===== config.mk =====
export PLATFORM = sky130hd
export DESIGN_NAME = first_primes_sieve_writer
export DESIGN_NICKNAME = d
export VERILOG_FILES = /design/src/sv/sfw_pkg.sv /design/src/sv/sfw_ram.sv /design/src/sv/sfw_front.sv /design/src/sv/sfw_back.sv /design/src/sv/first_primes_sieve_writer.sv
export SDC_FILE = /design/constraint.sdc
export NUM_CORES = 1
export LEC_CHECK = 0
export BUFFER_PORTS_ARGS = -buffer_cell sky130_fd_sc_hd__clkbuf_2
export CAP_MARGIN = 20
export CORE_ASPECT_RATIO = 1.4
export CORE_MARGIN = 2
export CORE_UTILIZATION = 57
export DETAILED_ROUTE_END_ITERATION = 10
export PLACE_DENSITY = 0.84
export SLEW_MARGIN = 20
export SYNTH_ARGS = -nofsm -noshare
export SYNTH_HDL_FRONTEND = slang
export SYNTH_SLANG_ARGS = --single-unit

===== constraint.sdc =====
create_clock -name clk -period 4.4 [get_ports clk]
set_clock_uncertainty 0.2 [all_clocks]
set_input_delay 1.1 -clock clk [delete_from_list [all_inputs] [get_ports clk]]
set_output_delay 1.1 -clock clk [all_outputs]
set_load 0.05 [all_outputs]

===== src/sv/sfw_pkg.sv =====
// Shared definitions for the first-primes sieve writer.
// Field widths, parameter defaults and the fixed first prime; no dependencies.
`default_nettype none

package sfw_pkg;

	// Widths of the transfer fields.
	localparam int COUNT_W = 6;
	localparam int SLOT_W  = 5;
	localparam int PRIME_W = 8;

	// Default sizing of the run and of the sieve.
	localparam int DEF_NUM_SLOTS   = 32;
	localparam int DEF_SIEVE_LIMIT = 140;

	// The only even prime, which occupies slot 0 whenever at least one prime is wanted.
	localparam logic [PRIME_W-1:0] FIRST_PRIME = 8'd2;

endpackage

`default_nettype wire


===== src/sv/sfw_ram.sv =====
// Generic simple dual-port RAM: one write port, one read port with registered data.
// No dependencies.
`default_nettype none

module sfw_ram #(
	parameter int WIDTH  = 1,
	parameter int DEPTH  = 2,
	parameter int ADDR_W = 1
) (
	input  wire logic              clk,
	input  wire logic              wr_en,
	input  wire logic [ADDR_W-1:0] wr_addr,
	input  wire logic [WIDTH-1:0]  wr_data,
	input  wire logic [ADDR_W-1:0] rd_addr,
	output logic      [WIDTH-1:0]  rd_data
);

	logic [WIDTH-1:0] mem [DEPTH];

	// Write port and registered read port.
	always_ff @(posedge clk) begin
		if (wr_en) begin
			mem[wr_addr] <= wr_data;
		end
		rd_data <= mem[rd_addr];
	end

endmodule

`default_nettype wire


===== src/sv/sfw_front.sv =====
// Front end of the sieve writer: accepts requests, clamps the wanted count
// to the slot count and holds them in a two-entry queue. Uses sfw_pkg.
`default_nettype none

module sfw_front #(
	parameter int NUM_SLOTS = 32,
	parameter int CNT_W     = 6
) (
	input  wire logic                        clk,
	input  wire logic                        arst_n,
	input  wire logic                        in_valid,
	output logic                             in_stall,
	input  wire logic [sfw_pkg::COUNT_W-1:0] count_wanted,
	output logic                             req_valid,
	output logic      [CNT_W-1:0]            req_want,
	input  wire logic                        req_pop
);

	import sfw_pkg::*;

	localparam int CMP_W = (CNT_W > COUNT_W) ? CNT_W : COUNT_W;

	logic [CNT_W-1:0] want_clamped;
	logic [CNT_W-1:0] entry_q [2];
	logic             wr_ptr_q;
	logic             rd_ptr_q;
	logic [1:0]       fill_q;
	logic             push;
	logic             pop;

	// A request for more primes than slots is cut down to the slot count.
	always_comb begin
		if (CMP_W'(count_wanted) > CMP_W'(NUM_SLOTS)) begin
			want_clamped = CNT_W'(NUM_SLOTS);
		end else begin
			want_clamped = CNT_W'(count_wanted);
		end
	end

	// Queue handshake.
	assign in_stall  = (fill_q == 2'd2);
	assign push      = in_valid && !in_stall;
	assign req_valid = (fill_q != 2'd0);
	assign pop       = req_pop && req_valid;
	assign req_want  = entry_q[rd_ptr_q];

	// Queue storage.
	always_ff @(posedge clk) begin
		if (push) begin
			entry_q[wr_ptr_q] <= want_clamped;
		end
	end

	// Queue pointers and fill level.
	always_ff @(posedge clk or negedge arst_n) begin
		if (!arst_n) begin
			wr_ptr_q <= 1'b0;
			rd_ptr_q <= 1'b0;
			fill_q   <= 2'd0;
		end else begin
			if (push) begin
				wr_ptr_q <= !wr_ptr_q;
			end
			if (pop) begin
				rd_ptr_q <= !rd_ptr_q;
			end
			if (push && !pop) begin
				fill_q <= fill_q + 2'd1;
			end else if (pop && !push) begin
				fill_q <= fill_q - 2'd1;
			end
		end
	end

endmodule

`default_nettype wire


===== src/sv/sfw_back.sv =====
// Back end of the sieve writer: clears the odd-number mark memory, walks the
// candidates, crosses out multiples and emits the run of words. Uses sfw_pkg, sfw_ram.
`default_nettype none

module sfw_back #(
	parameter int NUM_SLOTS   = 32,
	parameter int SIEVE_LIMIT = 140,
	parameter int CNT_W       = 6
) (
	input  wire logic                        clk,
	input  wire logic                        arst_n,
	input  wire logic                        req_valid,
	input  wire logic [CNT_W-1:0]            req_want,
	output logic                             req_pop,
	output logic                             out_valid,
	input  wire logic                        out_stall,
	output logic      [sfw_pkg::SLOT_W-1:0]  slot_index,
	output logic      [sfw_pkg::PRIME_W-1:0] prime_value,
	output logic                             last_word
);

	import sfw_pkg::*;

	// Marks are kept for odd numbers only: entry i stands for 2i+1.
	localparam int ODD_N = SIEVE_LIMIT / 2;
	localparam int IDX_W = (ODD_N > 1) ? $clog2(ODD_N) : 1;
	localparam int CI_W  = $clog2(ODD_N + 1);
	localparam int MI_W  = $clog2(3 * ODD_N + 2);

	typedef enum logic [2:0] {
		ST_IDLE,
		ST_CLEAR,
		ST_HEAD,
		ST_READ,
		ST_TEST,
		ST_CROSS,
		ST_PAD
	} state_t;

	state_t           state_q;
	logic [CNT_W-1:0] want_q;
	logic [CNT_W-1:0] slot_q;
	logic [CI_W-1:0]  ci_q;
	logic [MI_W-1:0]  mi_q;
	logic             out_valid_q;
	logic [SLOT_W-1:0]  out_slot_q;
	logic [PRIME_W-1:0] out_prime_q;
	logic             out_last_q;

	logic             out_free;
	logic             emit;
	logic             slot_last;
	logic [CI_W:0]    cand;
	logic [MI_W-1:0]  cross_start;
	logic [MI_W-1:0]  cross_next;
	logic [CI_W+PRIME_W:0]  cand_wide;
	logic [CNT_W+SLOT_W-1:0] slot_wide;
	logic             mark_we;
	logic             mark_wdata;
	logic             mark_rdata;

	// Output register is free when empty or being taken this cycle.
	assign out_free  = !out_valid_q || !out_stall;
	assign slot_last = (slot_q == CNT_W'(NUM_SLOTS - 1));

	// A word is loaded into the output register in this cycle.
	assign emit = out_free && ((state_q == ST_HEAD) || (state_q == ST_PAD) ||
		((state_q == ST_TEST) && !mark_rdata));

	// Candidate value and crossing addresses; stepping the odd index by p
	// moves from one odd multiple of p to the next.
	assign cand        = {ci_q, 1'b1};
	assign cand_wide   = {{PRIME_W{1'b0}}, cand};
	assign slot_wide   = {{SLOT_W{1'b0}}, slot_q};
	assign cross_start = MI_W'(ci_q) + MI_W'(cand);
	assign cross_next  = mi_q + MI_W'(cand);

	// Mark memory write side: zeros while clearing, ones while crossing out.
	assign mark_we    = (state_q == ST_CLEAR) || (state_q == ST_CROSS);
	assign mark_wdata = (state_q == ST_CROSS);

	sfw_ram #(
		.WIDTH (1),
		.DEPTH (ODD_N),
		.ADDR_W(IDX_W)
	) u_marks (
		.clk    (clk),
		.wr_en  (mark_we),
		.wr_addr(mi_q[IDX_W-1:0]),
		.wr_data(mark_wdata),
		.rd_addr(ci_q[IDX_W-1:0]),
		.rd_data(mark_rdata)
	);

	assign req_pop     = (state_q == ST_IDLE);
	assign out_valid   = out_valid_q;
	assign slot_index  = out_slot_q;
	assign prime_value = out_prime_q;
	assign last_word   = out_last_q;

	// Sequencer with its counters and the output register.
	always_ff @(posedge clk or negedge arst_n) begin
		if (!arst_n) begin
			state_q     <= ST_IDLE;
			want_q      <= '0;
			slot_q      <= '0;
			ci_q        <= '0;
			mi_q        <= '0;
			out_valid_q <= 1'b0;
			out_slot_q  <= '0;
			out_prime_q <= '0;
			out_last_q  <= 1'b0;
		end else begin
			if (emit) begin
				out_valid_q <= 1'b1;
			end else if (!out_stall) begin
				out_valid_q <= 1'b0;
			end
			case (state_q)
				ST_IDLE: begin
					if (req_valid) begin
						want_q  <= req_want;
						slot_q  <= '0;
						mi_q    <= '0;
						state_q <= ST_CLEAR;
					end
				end
				ST_CLEAR: begin
					if (mi_q == MI_W'(ODD_N - 1)) begin
						state_q <= ST_HEAD;
					end else begin
						mi_q <= mi_q + MI_W'(1);
					end
				end
				ST_HEAD: begin
					if (out_free) begin
						out_slot_q  <= slot_wide[SLOT_W-1:0];
						out_prime_q <= (want_q != '0) ? FIRST_PRIME : '0;
						out_last_q  <= slot_last;
						slot_q      <= slot_q + CNT_W'(1);
						ci_q        <= CI_W'(1);
						state_q     <= slot_last ? ST_IDLE : ST_READ;
					end
				end
				ST_READ: begin
					// Read address is the candidate index; data is back next cycle.
					if ((slot_q < want_q) && (ci_q < CI_W'(ODD_N))) begin
						state_q <= ST_TEST;
					end else begin
						state_q <= ST_PAD;
					end
				end
				ST_TEST: begin
					if (mark_rdata) begin
						ci_q    <= ci_q + CI_W'(1);
						state_q <= ST_READ;
					end else if (out_free) begin
						out_slot_q  <= slot_wide[SLOT_W-1:0];
						out_prime_q <= cand_wide[PRIME_W-1:0];
						out_last_q  <= slot_last;
						slot_q      <= slot_q + CNT_W'(1);
						mi_q        <= cross_start;
						if (slot_last) begin
							state_q <= ST_IDLE;
						end else if (cross_start < MI_W'(ODD_N)) begin
							state_q <= ST_CROSS;
						end else begin
							ci_q    <= ci_q + CI_W'(1);
							state_q <= ST_READ;
						end
					end
				end
				ST_CROSS: begin
					mi_q <= cross_next;
					if (cross_next >= MI_W'(ODD_N)) begin
						ci_q    <= ci_q + CI_W'(1);
						state_q <= ST_READ;
					end
				end
				ST_PAD: begin
					if (out_free) begin
						out_slot_q  <= slot_wide[SLOT_W-1:0];
						out_prime_q <= '0;
						out_last_q  <= slot_last;
						slot_q      <= slot_q + CNT_W'(1);
						if (slot_last) begin
							state_q <= ST_IDLE;
						end
					end
				end
				default: begin
					state_q <= ST_IDLE;
				end
			endcase
		end
	end

endmodule

`default_nettype wire


===== src/sv/first_primes_sieve_writer.sv =====
// Top level of the first-primes sieve writer: request queue front end and
// sieve back end. Uses sfw_pkg, sfw_front, sfw_back.
//
//   Channel | Direction | Handshake          | Fields
//   in      | input     | in_valid/in_stall  | count_wanted
//   out     | output    | out_valid/out_stall| slot_index, prime_value, last_word
//
// Each request yields NUM_SLOTS output transfers. The back end takes the request,
// clears the mark memory (SIEVE_LIMIT/2 entries), emits the head word, then
// reads and tests each odd candidate (the mark memory has a registered read; a
// prime word leaves in the test state), crosses out the odd multiples of each
// prime found and emits padding words until all NUM_SLOTS slots are written.
// Reset clears all control state; the mark memory needs no reset since every
// request clears it. A stalled output holds the sequencer whenever it has a word
// to emit; the front queue keeps taking up to two requests meanwhile.
`default_nettype none

module first_primes_sieve_writer #(
	parameter int NUM_SLOTS   = sfw_pkg::DEF_NUM_SLOTS,
	parameter int SIEVE_LIMIT = sfw_pkg::DEF_SIEVE_LIMIT
) (
	input  wire logic                        clk,
	input  wire logic                        arst_n,
	input  wire logic                        in_valid,
	output logic                             in_stall,
	input  wire logic [sfw_pkg::COUNT_W-1:0] count_wanted,
	output logic                             out_valid,
	input  wire logic                        out_stall,
	output logic      [sfw_pkg::SLOT_W-1:0]  slot_index,
	output logic      [sfw_pkg::PRIME_W-1:0] prime_value,
	output logic                             last_word
);

	import sfw_pkg::*;

	localparam int CNT_W = $clog2(NUM_SLOTS + 1);

	logic             req_valid;
	logic [CNT_W-1:0] req_want;
	logic             req_pop;

	// Request acceptance and queueing.
	sfw_front #(
		.NUM_SLOTS(NUM_SLOTS),
		.CNT_W    (CNT_W)
	) u_front (
		.clk         (clk),
		.arst_n      (arst_n),
		.in_valid    (in_valid),
		.in_stall    (in_stall),
		.count_wanted(count_wanted),
		.req_valid   (req_valid),
		.req_want    (req_want),
		.req_pop     (req_pop)
	);

	// Sieve and word emission.
	sfw_back #(
		.NUM_SLOTS  (NUM_SLOTS),
		.SIEVE_LIMIT(SIEVE_LIMIT),
		.CNT_W      (CNT_W)
	) u_back (
		.clk        (clk),
		.arst_n     (arst_n),
		.req_valid  (req_valid),
		.req_want   (req_want),
		.req_pop    (req_pop),
		.out_valid  (out_valid),
		.out_stall  (out_stall),
		.slot_index (slot_index),
		.prime_value(prime_value),
		.last_word  (last_word)
	);

endmodule

`default_nettype wire


# After elaboration in Yosys (flattened, before gate mapping)
# Memories as Yosys holds them, arrays and structs flattened. A register that Yosys moved wholly into a read port is not among the register bits.
# Cells that the tools add are included.
totals:
  memories: 2
  input_bits: 10
  elab_cells: 134
  out_inout_bits: 16
  ram_bits: 82
  register_bits: 43
classes:
  eq_ne: 22
  n_addsub: 7
  n_lt_le_gt_ge: 5
  n_reduce_logical: 37
  n_mux: 50
mem_list:
  columns: ["name", "words", "word_bits", "rd", "rd_ports_with_merged_regs", "write_ports", "line", "source"]
  rows:
  - ["u_back.u_marks.mem", 70, 1, 1, 1, 1, "sfw_ram.sv:18", "logic [WIDTH-1:0] mem [DEPTH];"]
  - ["u_front.entry_q", 2, 6, 1, 1, 1, "sfw_front.sv:24", "logic [CNT_W-1:0] entry_q [2];"]
op_table:
  columns: ["op", "n"]
  rows:
  - ["2-to-1 mux 8 bit", 8]
  - ["2-to-1 mux 7 bit", 6]
  - ["one-hot mux 8 bit (4 select lines)", 1]
  - ["2-to-1 mux 3 bit", 10]
  - ["2-to-1 mux 6 bit", 4]
  - ["one-hot mux 8 bit (3 select lines)", 1]
  - ["one-hot mux 3 bit (7 select lines)", 1]
  - ["one-hot mux 7 bit (3 select lines)", 1]
  - ["one-hot mux 6 bit (3 select lines)", 1]
  - ["inequality test 2 x 1 -> 1 bit (second input constant)", 7]
  - ["2-to-1 mux 2 bit", 5]
  - ["2-to-1 mux 5 bit", 2]
  - ["one-hot mux 5 bit (2 select lines)", 1]
  - ["AND reduction 5 bit", 2]
  - ["== test 3 bit (second input constant)", 3]
  - ["logical NOT 1 bit", 9]
  - ["nonzero test 3 bit", 3]
  - ["adder 7 x 8 -> 8 bit", 1]
  - ["adder 8 x 1 -> 8 bit (second input constant)", 1]
  - ["adder 8 bit", 1]
  - ["== test 8 x 7 -> 1 bit (second input constant)", 1]
  - [">= comparator 8 x 7 -> 1 bit (second input constant)", 1]
  - ["< comparator 8 x 7 -> 1 bit (second input constant)", 1]
  - ["2-to-1 mux 1 bit", 8]
  - ["other kinds (26)", 42]

# Logic depth before layout (Yosys ltp)
# Gate-level depths: netlist (run 1).
logic_depth:
  ltp_word: 7
  depth_mapped: 10
  ltp_nobuf: 9

# Hierarchy
# From an unflattened synthesis (run 1), not the netlist that was laid out.
unflattened:
  cells_unflattened: 670
  hier_area_um2: 7337.0
modules_own_cells:
  columns: ["mod", "cells_per_inst", "seq_area_each_um2", "instances", "area_each_um2"]
  rows:
  - ["sfw_back", 376, 1126.1, 1, 3380.7]
  - ["sfw_ram", 250, 2122.0, 1, 3278.1]
  - ["sfw_front", 44, 460.4, 1, 678.2]

# Worst setup path before layout (run 1)
# Ideal clock, no wire load.
synth_timing:
  path_type: "register -> register"
  from: "register u_back.state_q[0]"
  to: "register u_back.ci_q[0]"
  path_stages_with_launch: 7
  arrival_time_ps: 3657
  setup_ps: 125
  synth_period_minus_slack_ps: 3982
  path_slack_ps: 418
  n_path_buf: 1
  t_required_ps: 4075
  path_cell_list: "dfrtp_1 > clkbuf_1 > nand2b_1 > nor2_1 > o211ai_1 > and3_1 > mux2_2"
synth_via:
  elab_chain_len: 3
  elab_cells_between_ends: 11
  cone_classes: "eq/ne (8); mux (1); reduce/logical (2)"
synth_rtl:
  columns: ["item", "line", "source"]
  rows:
  - ["start: declaration", "sfw_back.sv:40", "state_t state_q;"]
  - ["start signal: assignment", "sfw_back.sv:142", "state_q <= slot_last ? ST_IDLE : ST_READ;"]
  - ["== test 3 bit *", null, null]
  - ["named net u_back.mark_wdata", "sfw_back.sv:59", "logic mark_wdata;"]
  - ["inequality test 2 x 1 -> 1 bit (no source line) / nonzero test 3 bit (equally long branches)", null, null]
  - ["AND reduction 6 bit (no source line)", null, null]
  - ["end signal: assignment", "sfw_back.sv:155", "ci_q <= ci_q + CI_W'(1);"]
  - ["end signal: assignment", "sfw_back.sv:168", "ci_q <= ci_q + CI_W'(1);"]
  - ["end signal: assignment", "sfw_back.sv:176", "ci_q <= ci_q + CI_W'(1);"]
  - ["end: declaration", "sfw_back.sv:43", "logic [CI_W-1:0] ci_q;"]
# Mark *: on every way through the listed nets, which the timed path passes. The rest lies on a longest branch.
# A chain may end at the register's enable or synchronous reset.

# Worst setup path after layout (run 1)
layout_timing:
  from: "register u_back.ci_q[0]"
  to: "register u_back.ci_q[0]"
layout_via:
  elab_chain_len: 6
  elab_cells_between_ends: 14
  cone_classes: "add/sub (3); order compare (2); eq/ne (2); mux (6); reduce/logical (1)"
layout_rtl:
  columns: ["item"]
  rows:
  - ["branches (longest 6 deep; another with adder 7 x 8 -> 8 bit)"]
# Several ways; the timed one is not identified. The select of a mux whose other input is x is not followed.

==> results.ini, run 1 <==
[die]
design.portCount = 26
die_area_sq_um = 13100
die_h_microns = 134
std_cell_rows = 47
initial_utilization = 0.585
coreArea_sq_um = 11800
die_w_microns = 97.1

[clock_network]
clockBufferDepth = 2
cts_made_buffers = 17
cts.clk_slew.worst_paths_ps = 50
ctsResizeCount = 0
clkLatencyLatePin_ps = 410
cts-root-buf = clkbuf_16
cts_num_sinks = 132
ctsHoldBuffers = 0
htree_levels = 4
post_cts_buffers = 0
cts_tree = done

[hold_path]
holdPathEnd = u_back.prime_value[0]$_DFFE_PN0P_
hold_class = reg2reg
whs_path_depth = 1
hold_start = u_back.prime_value[0]$_DFFE_PN0P_

[timing]
finalCriticalPeriod_ps = 3510
final_max_slew_viol_count = 0
slew_headroom = 0.444
tightest_slew_ps = 830
fin_tns_setup_ps = 0
period_share = 0.797
rsz0062_at_grt = no
timing_hold_violations_final = 0
setup_violations = 0
fmax_ghz = 0.285

[synthesis]
syn_nets = 649
syn_area_per_cell_sq_um = 11.3
synth_top_area_cell = edfxtp_1
yosysTopAreaCellShare = 0.356
yosys_warnings = 0
seq_area_frac_synth = 0.536
yosys_register_bits = 132
synth_async_sr_flop_share = 0.371
synth_area_leaders = edfxtp_1 (36%), dfrtp_1 (18%), mux4_2 (7.2%)
netlist_area_sq_um = 6920
synthFlopType = edfxtp_1
synth_edf_count = 82
synthCells = 612
synth_cell_type_count = 58

[global_route]
grt_pass1_wl_microns = 25100
grt_pass1_vias = 5065
grt_max_degree = 71
overflow = 0
grtUsageTotal = 0.245
antenna_found_initial = 0

[critical_path]
crit_type = reg2reg
path_common_cell = o211ai_1
worstSetupStartpointType = flop
endpoint_kind = flop
cpPeakStageDelay_ps = 740
rr_worst_depth = 8
arrival_ps = 3600
cp_data_required_time_ps = 4490
slowest_stage = dfrtp_1
r2r_slack_ps = 890
r2r-start = u_back.ci_q[0]$_DFFE_PN0P_
r2r-end = u_back.ci_q[0]$_DFFE_PN0P_
cp_max_fo = 14
cp_cell_sequence = ha_1 -> a211oi_1 -> o211ai_1 -> a221oi_1 -> xor2_1 -> o211ai_1 -> and3_1 -> mux2_2

[power]
power.leakage_nw = 3.03
power_density_nw_per_um2 = 691
finalPower_mw = 5.32
ir_drop_mv = 0.269

[detailed_routing]
num_vias = 5054
viasPerCell = 6.37
dr.pass1.iters = 7
wl_microns = 15400
avgRoutedWirePerCell_microns = 19.4
drt_iter0_markers = 393
drc = 0
ant_nets = 0

[placement]
gp_congestion = 0.927
dp_cells = 761
portBuffers = 25
dp_hpwl_microns = 10300

[layout]
mostFrequentLayoutCell = nor2_1
area_delta_synth_final_pct = 11.3
antenna_cells = 0
stdcell_count = 793
final_util = 0.652
final_cell_mix = nor2_1 (106), edfxtp_1 (82), dfrtp_1 (49)
drive_gt1_frac = 0.153
fin_nets = 670

[run]
drv_cap = 0

[run_status]
status = finished clean

-- stage by stage --
stage,hold WS [ps],setup WS (ps),instance area [sq um]
floorplan,260,418,6920
global placement,261,1000,7160
detailed placement,273,946,7160
CTS,284,919,7700
global route,290,624,7700
finish,280,891,7700
-- metal layers --
layer | vias up | global-route usage | part of all wire
met5 | - | 0 | 0
met4 | 0 | 0.129 | 0.043
met3 | 70 | 0.0599 | 0.075
met2 | 265 | 0.419 | 0.51
met1 | 2442 | 0.286 | 0.37
li1 | 2277 | - | -
-- layout make-up --
| cell class | instances | area, sq um |
|---|---|---|
| clock inverter | 8 | 50.0 |
| sequential | 132 | 3710 |
| timing repair buffer | 32 | 178 |
| fill | 821 | 4120 |
| clock buffer | 24 | 493 |
| tap | 147 | 184 |
| inverter | 25 | 93.8 |
| multi-input combinational | 425 | 3000 |
-- critical path: cells and delay by family (launching register included) --
| family | cells | cell delay, ps |
|---|---|---|
| multiplexers | 1 | 260 |
| flip-flops | 1 | 740 |
| adder cells (fa/ha/maj) | 1 | 380 |
| XOR/XNOR | 1 | 190 |
| AND/OR/NAND/NOR | 1 | 300 |
| AO/OA/AOI/OAI | 4 | 1310 |
-- where the power goes --
group | internal (mW) | switching, mW | total [mW]
clock network | 0.780 | 0.507 | 1.29
logic | 0.819 | 1.29 | 2.10
registers | 1.60 | 0.326 | 1.93
total | 3.20 | 2.12 | 5.32
-- registers in the layout (all words and copies together) (netlist names) --
name / cells
u_back.u_marks.rd_data: 1
u_back.want_q: 6
u_front.fill_q: 2
u_back.mi_q: 8
u_back.state_q: 3
u_back.u_marks.mem: 70
u_back.slot_index: 5
u_back.ci_q: 7
u_back.out_valid: 1
u_front.wr_ptr_q: 1
u_front.rd_ptr_q: 1
u_back.slot_q: 6
u_front.entry_q: 12
u_back.last_word: 1
u_back.prime_value: 8
-- cell families after synthesis --
group           Yosys count  share of synthesized area
simple gates            228                      0.152
compound gates          106                     0.0994
flops                   132                      0.536
mux                      44                      0.105
xor+xnor                 20                     0.0253
buf+inv                  55                     0.0322
fa+ha+maj                27                     0.0510
-- Yosys cell counts (8+ instances only) --
cell	instances
dfrtp_1	49
mux2i_1	15
xnor2_1	9
xor2_1	11
o21ai_0	15
a21oi_1	26
nor2_1	107
ha_1	25
inv_1	22
nor2b_1	15
mux4_2	22
clkbuf_1	26
nand4_1	9
and3_1	8
o21ai_1	11
nand2_1	38
edfxtp_1	82
nand3_1	16
-- worst max path at each step --
stage                             startpoint                          to  slack, ps
2_1_floorplan  u_back.state_q[0]$_DFFE_PN0P_  u_back.ci_q[0]$_DFFE_PN0P_        420
3_3_place_gp      u_back.ci_q[0]$_DFFE_PN0P_  u_back.ci_q[0]$_DFFE_PN0P_       1000
3_5_place_dp      u_back.ci_q[0]$_DFFE_PN0P_  u_back.ci_q[0]$_DFFE_PN0P_        950
4_1_cts           u_back.ci_q[0]$_DFFE_PN0P_  u_back.ci_q[0]$_DFFE_PN0P_        920
5_1_grt           u_back.ci_q[0]$_DFFE_PN0P_  u_back.ci_q[0]$_DFFE_PN0P_        620
6_report          u_back.ci_q[0]$_DFFE_PN0P_  u_back.ci_q[0]$_DFFE_PN0P_        890
Power figures use the tool's default switching activity.
==> inputs of run 2 (changes only) <==
--- a/config.mk
+++ b/config.mk
@@ -9,9 +9,9 @@
 export CAP_MARGIN = 20
 export CORE_ASPECT_RATIO = 1.4
 export CORE_MARGIN = 2
-export CORE_UTILIZATION = 57
+export CORE_UTILIZATION = 56
 export DETAILED_ROUTE_END_ITERATION = 10
-export PLACE_DENSITY = 0.84
+export PLACE_DENSITY = 0.86
 export SLEW_MARGIN = 20
 export SYNTH_ARGS = -nofsm -noshare
 export SYNTH_HDL_FRONTEND = slang
==> constraint.sdc (replaced) <==
create_clock -name clk -period 2.9 [get_ports clk]
set_clock_uncertainty 0.2 [all_clocks]
set_input_delay 0.725 -clock clk [delete_from_list [all_inputs] [get_ports clk]]
set_output_delay 0.725 -clock clk [all_outputs]
set_load 0.05 [all_outputs]
==> results.ini, run 2 (same netlist as run 1, synthesis figures left out) <==
[critical_path]
slowest_stage = dfrtp_2
crit_family = compound AO/OA/AOI/OAI gates
cp_data_required_time_ps = 2990
r2r-start = u_back.ci_q[3]$_DFFE_PN0P_
cp_num_buf_inv = 2
r2r_slack_ps = -30
cp_max_fo = 4
arrival_ps = 3030
cp_cell_sequence = inv_1 -> ha_1 -> buf_4 -> nand3b_1 -> o211ai_1 -> a311oi_2 -> nand3_1 -> a311o_1 -> and3_1 -> mux2_2
cpPeakStageDelay_ps = 440
worstSetupStartpointType = flop
crit_type = reg2reg
endpoint_kind = flop
crit_start = u_back.ci_q[3]$_DFFE_PN0P_
rr_worst_depth = 10
r2r-end = u_back.ci_q[0]$_DFFE_PN0P_

[die]
initial_utilization = 0.568
die_area_sq_um = 13300
die_h_microns = 136
design.portCount = 26
coreArea_sq_um = 12200
std_cell_rows = 48
die_w_microns = 98.0

[layout]
antenna_cells = 0
mostFrequentLayoutCell = nor2_1
largest-register = u_back.u_marks.mem
area_delta_synth_final_pct = 18.0
largest_reg_flops = 70
stdcell_area_sq_um = 8170
drive_gt1_frac = 0.241
fin_nets = 714
reg.largest.list = u_back.u_marks.mem: 70 flops, u_front.entry_q: 12 flops
final_cell_mix = nor2_1 (106), edfxtp_1 (82), buf_4 (51)

[timing]
fin_ws_ps = -34.0
fmax_ghz = 0.341
fin_tns_setup_ps = -73.5
slew_headroom = 0.548
hold_ws_ps = 26.7
tightest_slew_ps = 676
period_share = 1.01
finalCriticalPeriod_ps = 2930
timing_hold_violations_final = 0
rsz0062_at_grt = yes
setup_violations = 3
final_max_slew_viol_count = 0

[global_route]
overflow = 0
busiest_layer = met2
met2_usage = 0.442
grt_pass1_vias = 5420
grt.met3_usage = 0.0542
grt_max_degree = 71
grtUsageTotal = 0.253
antenna_found_initial = 0
grt.met1_usage = 0.282
grt_pass1_wl_microns = 26200

[placement]
dpl_cell_area_sq_um = 7440
dp_hpwl_microns = 11200
portBuffers = 25
gp_congestion = 1.01

[detailed_routing]
drt_iter0_markers = 419
dr.pass1.iters = 5
viasPerCell = 6.31
drc = 0
num_vias = 5304
ant_nets = 0
wl_microns = 16600
avgRoutedWirePerCell_microns = 19.7

[run]
drv_cap = 0

[clock_network]
cts.clk_slew.worst_paths_ps = 60
cts_tree = done
clkLatencyLatePin_ps = 420
clockBufferDepth = 2
cts_num_sinks = 132
cts-root-buf = clkbuf_16
cts_made_buffers = 17
htree_levels = 4

[power]
power_density_nw_per_um2 = 1060
ir_drop_mv = 0.478
power.leakage_nw = 3.25

[hold_path]
hold_class = in2async

[run_status]
violations = setup timing
status = finished, violations left

run 2: cell types whose count changed in the layout (fill, tap and decap cells not counted), moves of 3 or more:
cell	before	now
a211oi_1	7	3
a211oi_2	0	3
buf_4	7	51
clkbuf_1	4	1
dfrtp_1	49	44
dfrtp_2	0	5
ha_1	25	19
ha_4	0	4
run 2: worst max-delay path by stage:
| stage | to | cells after the start |
|---|---|---|
| after floorplan | u_back.ci_q[0]$_DFFE_PN0P_ | 9 |
| after global placement | u_back.ci_q[0]$_DFFE_PN0P_ | 9 |
| after detailed placement | u_back.ci_q[0]$_DFFE_PN0P_ | 9 |
| after CTS | u_back.ci_q[0]$_DFFE_PN0P_ | 10 |
| after global routing | u_back.ci_q[6]$_DFFE_PN0P_ | 9 |
| final | u_back.ci_q[0]$_DFFE_PN0P_ | 10 |
run 2: cell type report:
| class | instances | area, sq um |
|---|---|---|
| fill | 840 | 4030 |
| sequential | 132 | 3710 |
| multi-input combinational | 425 | 3100 |
| timing repair buffer | 76 | 508 |
| clock buffer | 22 | 484 |
| tap | 150 | 188 |
| inverter | 25 | 93.8 |
| clock inverter | 10 | 73.8 |
run 2: layer usage:
layer / up-vias / part of all wire
li1: 2363 / -
met1: 2604 / 0.36
met2: 269 / 0.53
met3: 68 / 0.061
met4: 0 / 0.049
met5: - / 0
run 2: per-stage QoR:
step                 util  instances  worst slack, ps  total power [mW]
finish              0.670        840            -34.0              8.68
global route        0.670        840            -93.6              9.10
CTS                 0.658        833             7.15              8.41
detailed placement  0.610        801            -82.1              6.35
global placement    0.610        801             46.6              6.19
floorplan               -        612             49.6              5.29
run 2: what timing repair did:
| item | 4_1_cts | 5_1_grt |
|---|---|---|
| resized for setup | 5 | 18 |
| hold buffers | 0 | 0 |
| pin swaps | 3 | 8 |
| buffers inserted | 0 | 7 |
| setup endpoints to repair | 6 | 10 |
run 2: power breakdown:
| group | total [mW] | switching [mW] | internal [mW] |
|---|---|---|---|
| Sequential | 2.79 | 0.347 | 2.44 |
| Clock | 1.99 | 0.802 | 1.19 |
| Combinational | 3.90 | 2.30 | 1.59 |
| Total | 8.68 | 3.45 | 5.23 |
==> inputs of run 3 (changes only) <==
--- a/config.mk
+++ b/config.mk
@@ -5,13 +5,13 @@
 export SDC_FILE = /design/constraint.sdc
 export NUM_CORES = 1
 export LEC_CHECK = 0
-export BUFFER_PORTS_ARGS = -buffer_cell sky130_fd_sc_hd__clkbuf_2
 export CAP_MARGIN = 20
 export CORE_ASPECT_RATIO = 1.4
 export CORE_MARGIN = 2
-export CORE_UTILIZATION = 56
+export CORE_UTILIZATION = 57
 export DETAILED_ROUTE_END_ITERATION = 10
-export PLACE_DENSITY = 0.86
+export DONT_BUFFER_PORTS = 1
+export PLACE_DENSITY = 0.85
 export SLEW_MARGIN = 20
 export SYNTH_ARGS = -nofsm -noshare
 export SYNTH_HDL_FRONTEND = slang
==> results.ini, run 3 (same netlist as run 1, synthesis figures left out) <==
[critical_path]
crit_type = reg2reg
cp_data_required_time_ps = 3020
r2r-start = u_back.ci_q[0]$_DFFE_PN0P_
worstSetupStartpointType = flop
arrival_ps = 3110
cp_max_fo = 6
endpoint_kind = flop
crit_start = u_back.ci_q[0]$_DFFE_PN0P_

[power]
power.leakage_nw = 3.18
ir_drop_mv = 0.435
finalPower_mw = 9.06
power_density_nw_per_um2 = 1110

[layout]
final_util = 0.690
drive_gt1_frac = 0.209
seq_area_sq_um = 3710
area_delta_synth_final_pct = 17.8
final_cell_mix = nor2_1 (106), edfxtp_1 (82), buf_4 (44), dfrtp_1 (44), nand2_1 (38)
multi_input_area_sq_um = 3100
reg.largest.list = u_back.u_marks.mem: 70 flops, u_front.entry_q: 12 flops
antenna_cells = 0
stdcell_area_sq_um = 8150
fill_cells = 736
fin_nets = 689
mostFrequentLayoutCell = nor2_1
largest-register = u_back.u_marks.mem
largest_reg_flops = 70

[placement]
dp_hpwl_microns = 11400
dpl_cell_area_sq_um = 7300
portBuffers = 0
dpl_worst_slack_ps = -77.6
gp_congestion = 0.959

[clock_network]
clockBufferDepth = 2
cts_tree = done
cts_made_buffers = 17
cts-root-buf = clkbuf_16
htree_levels = 4
clkLatencyLatePin_ps = 420
cts_num_sinks = 132
cts.clk_slew.worst_paths_ps = 60

[die]
design.portCount = 26
std_cell_rows = 47
die_area_sq_um = 13100
coreArea_sq_um = 11800
initial_utilization = 0.585
die_w_microns = 97.1
die_h_microns = 134

[detailed_routing]
ant_nets = 0
dr.pass1.iters = 6
drt_iter0_markers = 566
drc = 0
num_vias = 5411
viasPerCell = 6.66
wl_microns = 17900
avgRoutedWirePerCell_microns = 22.1

[global_route]
grt_pass1_vias = 5473
grt_max_degree = 71
overflow = 0
antenna_found_initial = 0
grtUsageTotal = 0.282
grt_pass1_wl_microns = 28300

[run_status]
status = finished, violations left
violations = setup timing

[run]
drv_cap = 0

[hold_path]
hold_start = count_wanted[5]
hold_class = in2reg

[timing]
fin_ws_ps = -86.5
hold_ws_ps = 200
fmax_ghz = 0.335
setup_violations = 3
finalCriticalPeriod_ps = 2990
timing_hold_violations_final = 0
final_max_slew_viol_count = 0
slew_headroom = 0.480
rsz0062_at_grt = yes
period_share = 1.03
tightest_slew_ps = 761

[run 3: cell types whose count changed in the layout (fill, tap and decap cells not counted), sizes merged]
cell         previous run  this run
bufinv                  0         5
clkinv                  6         5
clkinvlp                2         3
inv                    27        26
dlygate4sd3             0         1
clkbuf                 47        18
buf                    51        50
[run 3: final cells by class]
cell class / count / area share
tap: 147 / 0.0226
clock inverter: 14 / 0.0256
timing repair buffer: 51 / 0.0520
clock buffer: 18 / 0.0526
sequential: 132 / 0.456
inverter: 25 / 0.0115
multi-input combinational: 425 / 0.380
[run 3: path summary, 6_finish.rpt]
path | slack [ps] | cells after the start | to
setup / recovery | -90 | 10 | u_back.ci_q[5]$_DFFE_PN0P_
hold / removal | 200 | 0 | u_front.entry_q[1][5]$_DFFE_PP_
setup reg to reg | -90 | 10 | u_back.ci_q[5]$_DFFE_PN0P_
hold reg to reg | 330 | 2 | u_back.want_q[3]$_DFFE_PN0P_
max in group asynchronous | 1640 | 2 | u_back.ci_q[2]$_DFFE_PN0P_
min in group asynchronous | 610 | 2 | u_back.ci_q[6]$_DFFE_PN0P_
[run 3: critical path, cell delays in order, from the launching register on]
cell and delay [ps]:
dfrtp_1 430, buf_6 160, ha_1 270, o211ai_1 300
nand2_1 210, xnor2_2 220, nand3_1 130, a311o_1 440
buf_6 150, nand4_1 100, mux2i_1 270
[run 3: timing repair]
item	CTS	global route
hold buffers	2	0
pin swaps	2	12
endpoints found under the hold margin	49	0
gates resized for setup	6	22
endpoints found under the setup margin	9	11
setup buffers	0	8
[run 3: layer usage]
layer  wire length (microns)  track usage
met1                    5980        0.309
met2                    9400        0.502
met3                    1460       0.0683
met4                    1070        0.160
met5                       0            0
[run 3: through the flow]
step / TNS [ps] / instances
final: -161 / 812
after global routing: -503 / 812
after CTS: -44.2 / 805
after detailed placement: -206 / 771
after global placement: -5.95 / 771
after floorplan: 0 / 612
[run 3: power by group]
group / total [mW] / switching [mW] / internal, mW
registers: 2.98 / 0.542 / 2.44
logic: 3.75 / 2.17 / 1.58
clock network: 2.33 / 0.812 / 1.52
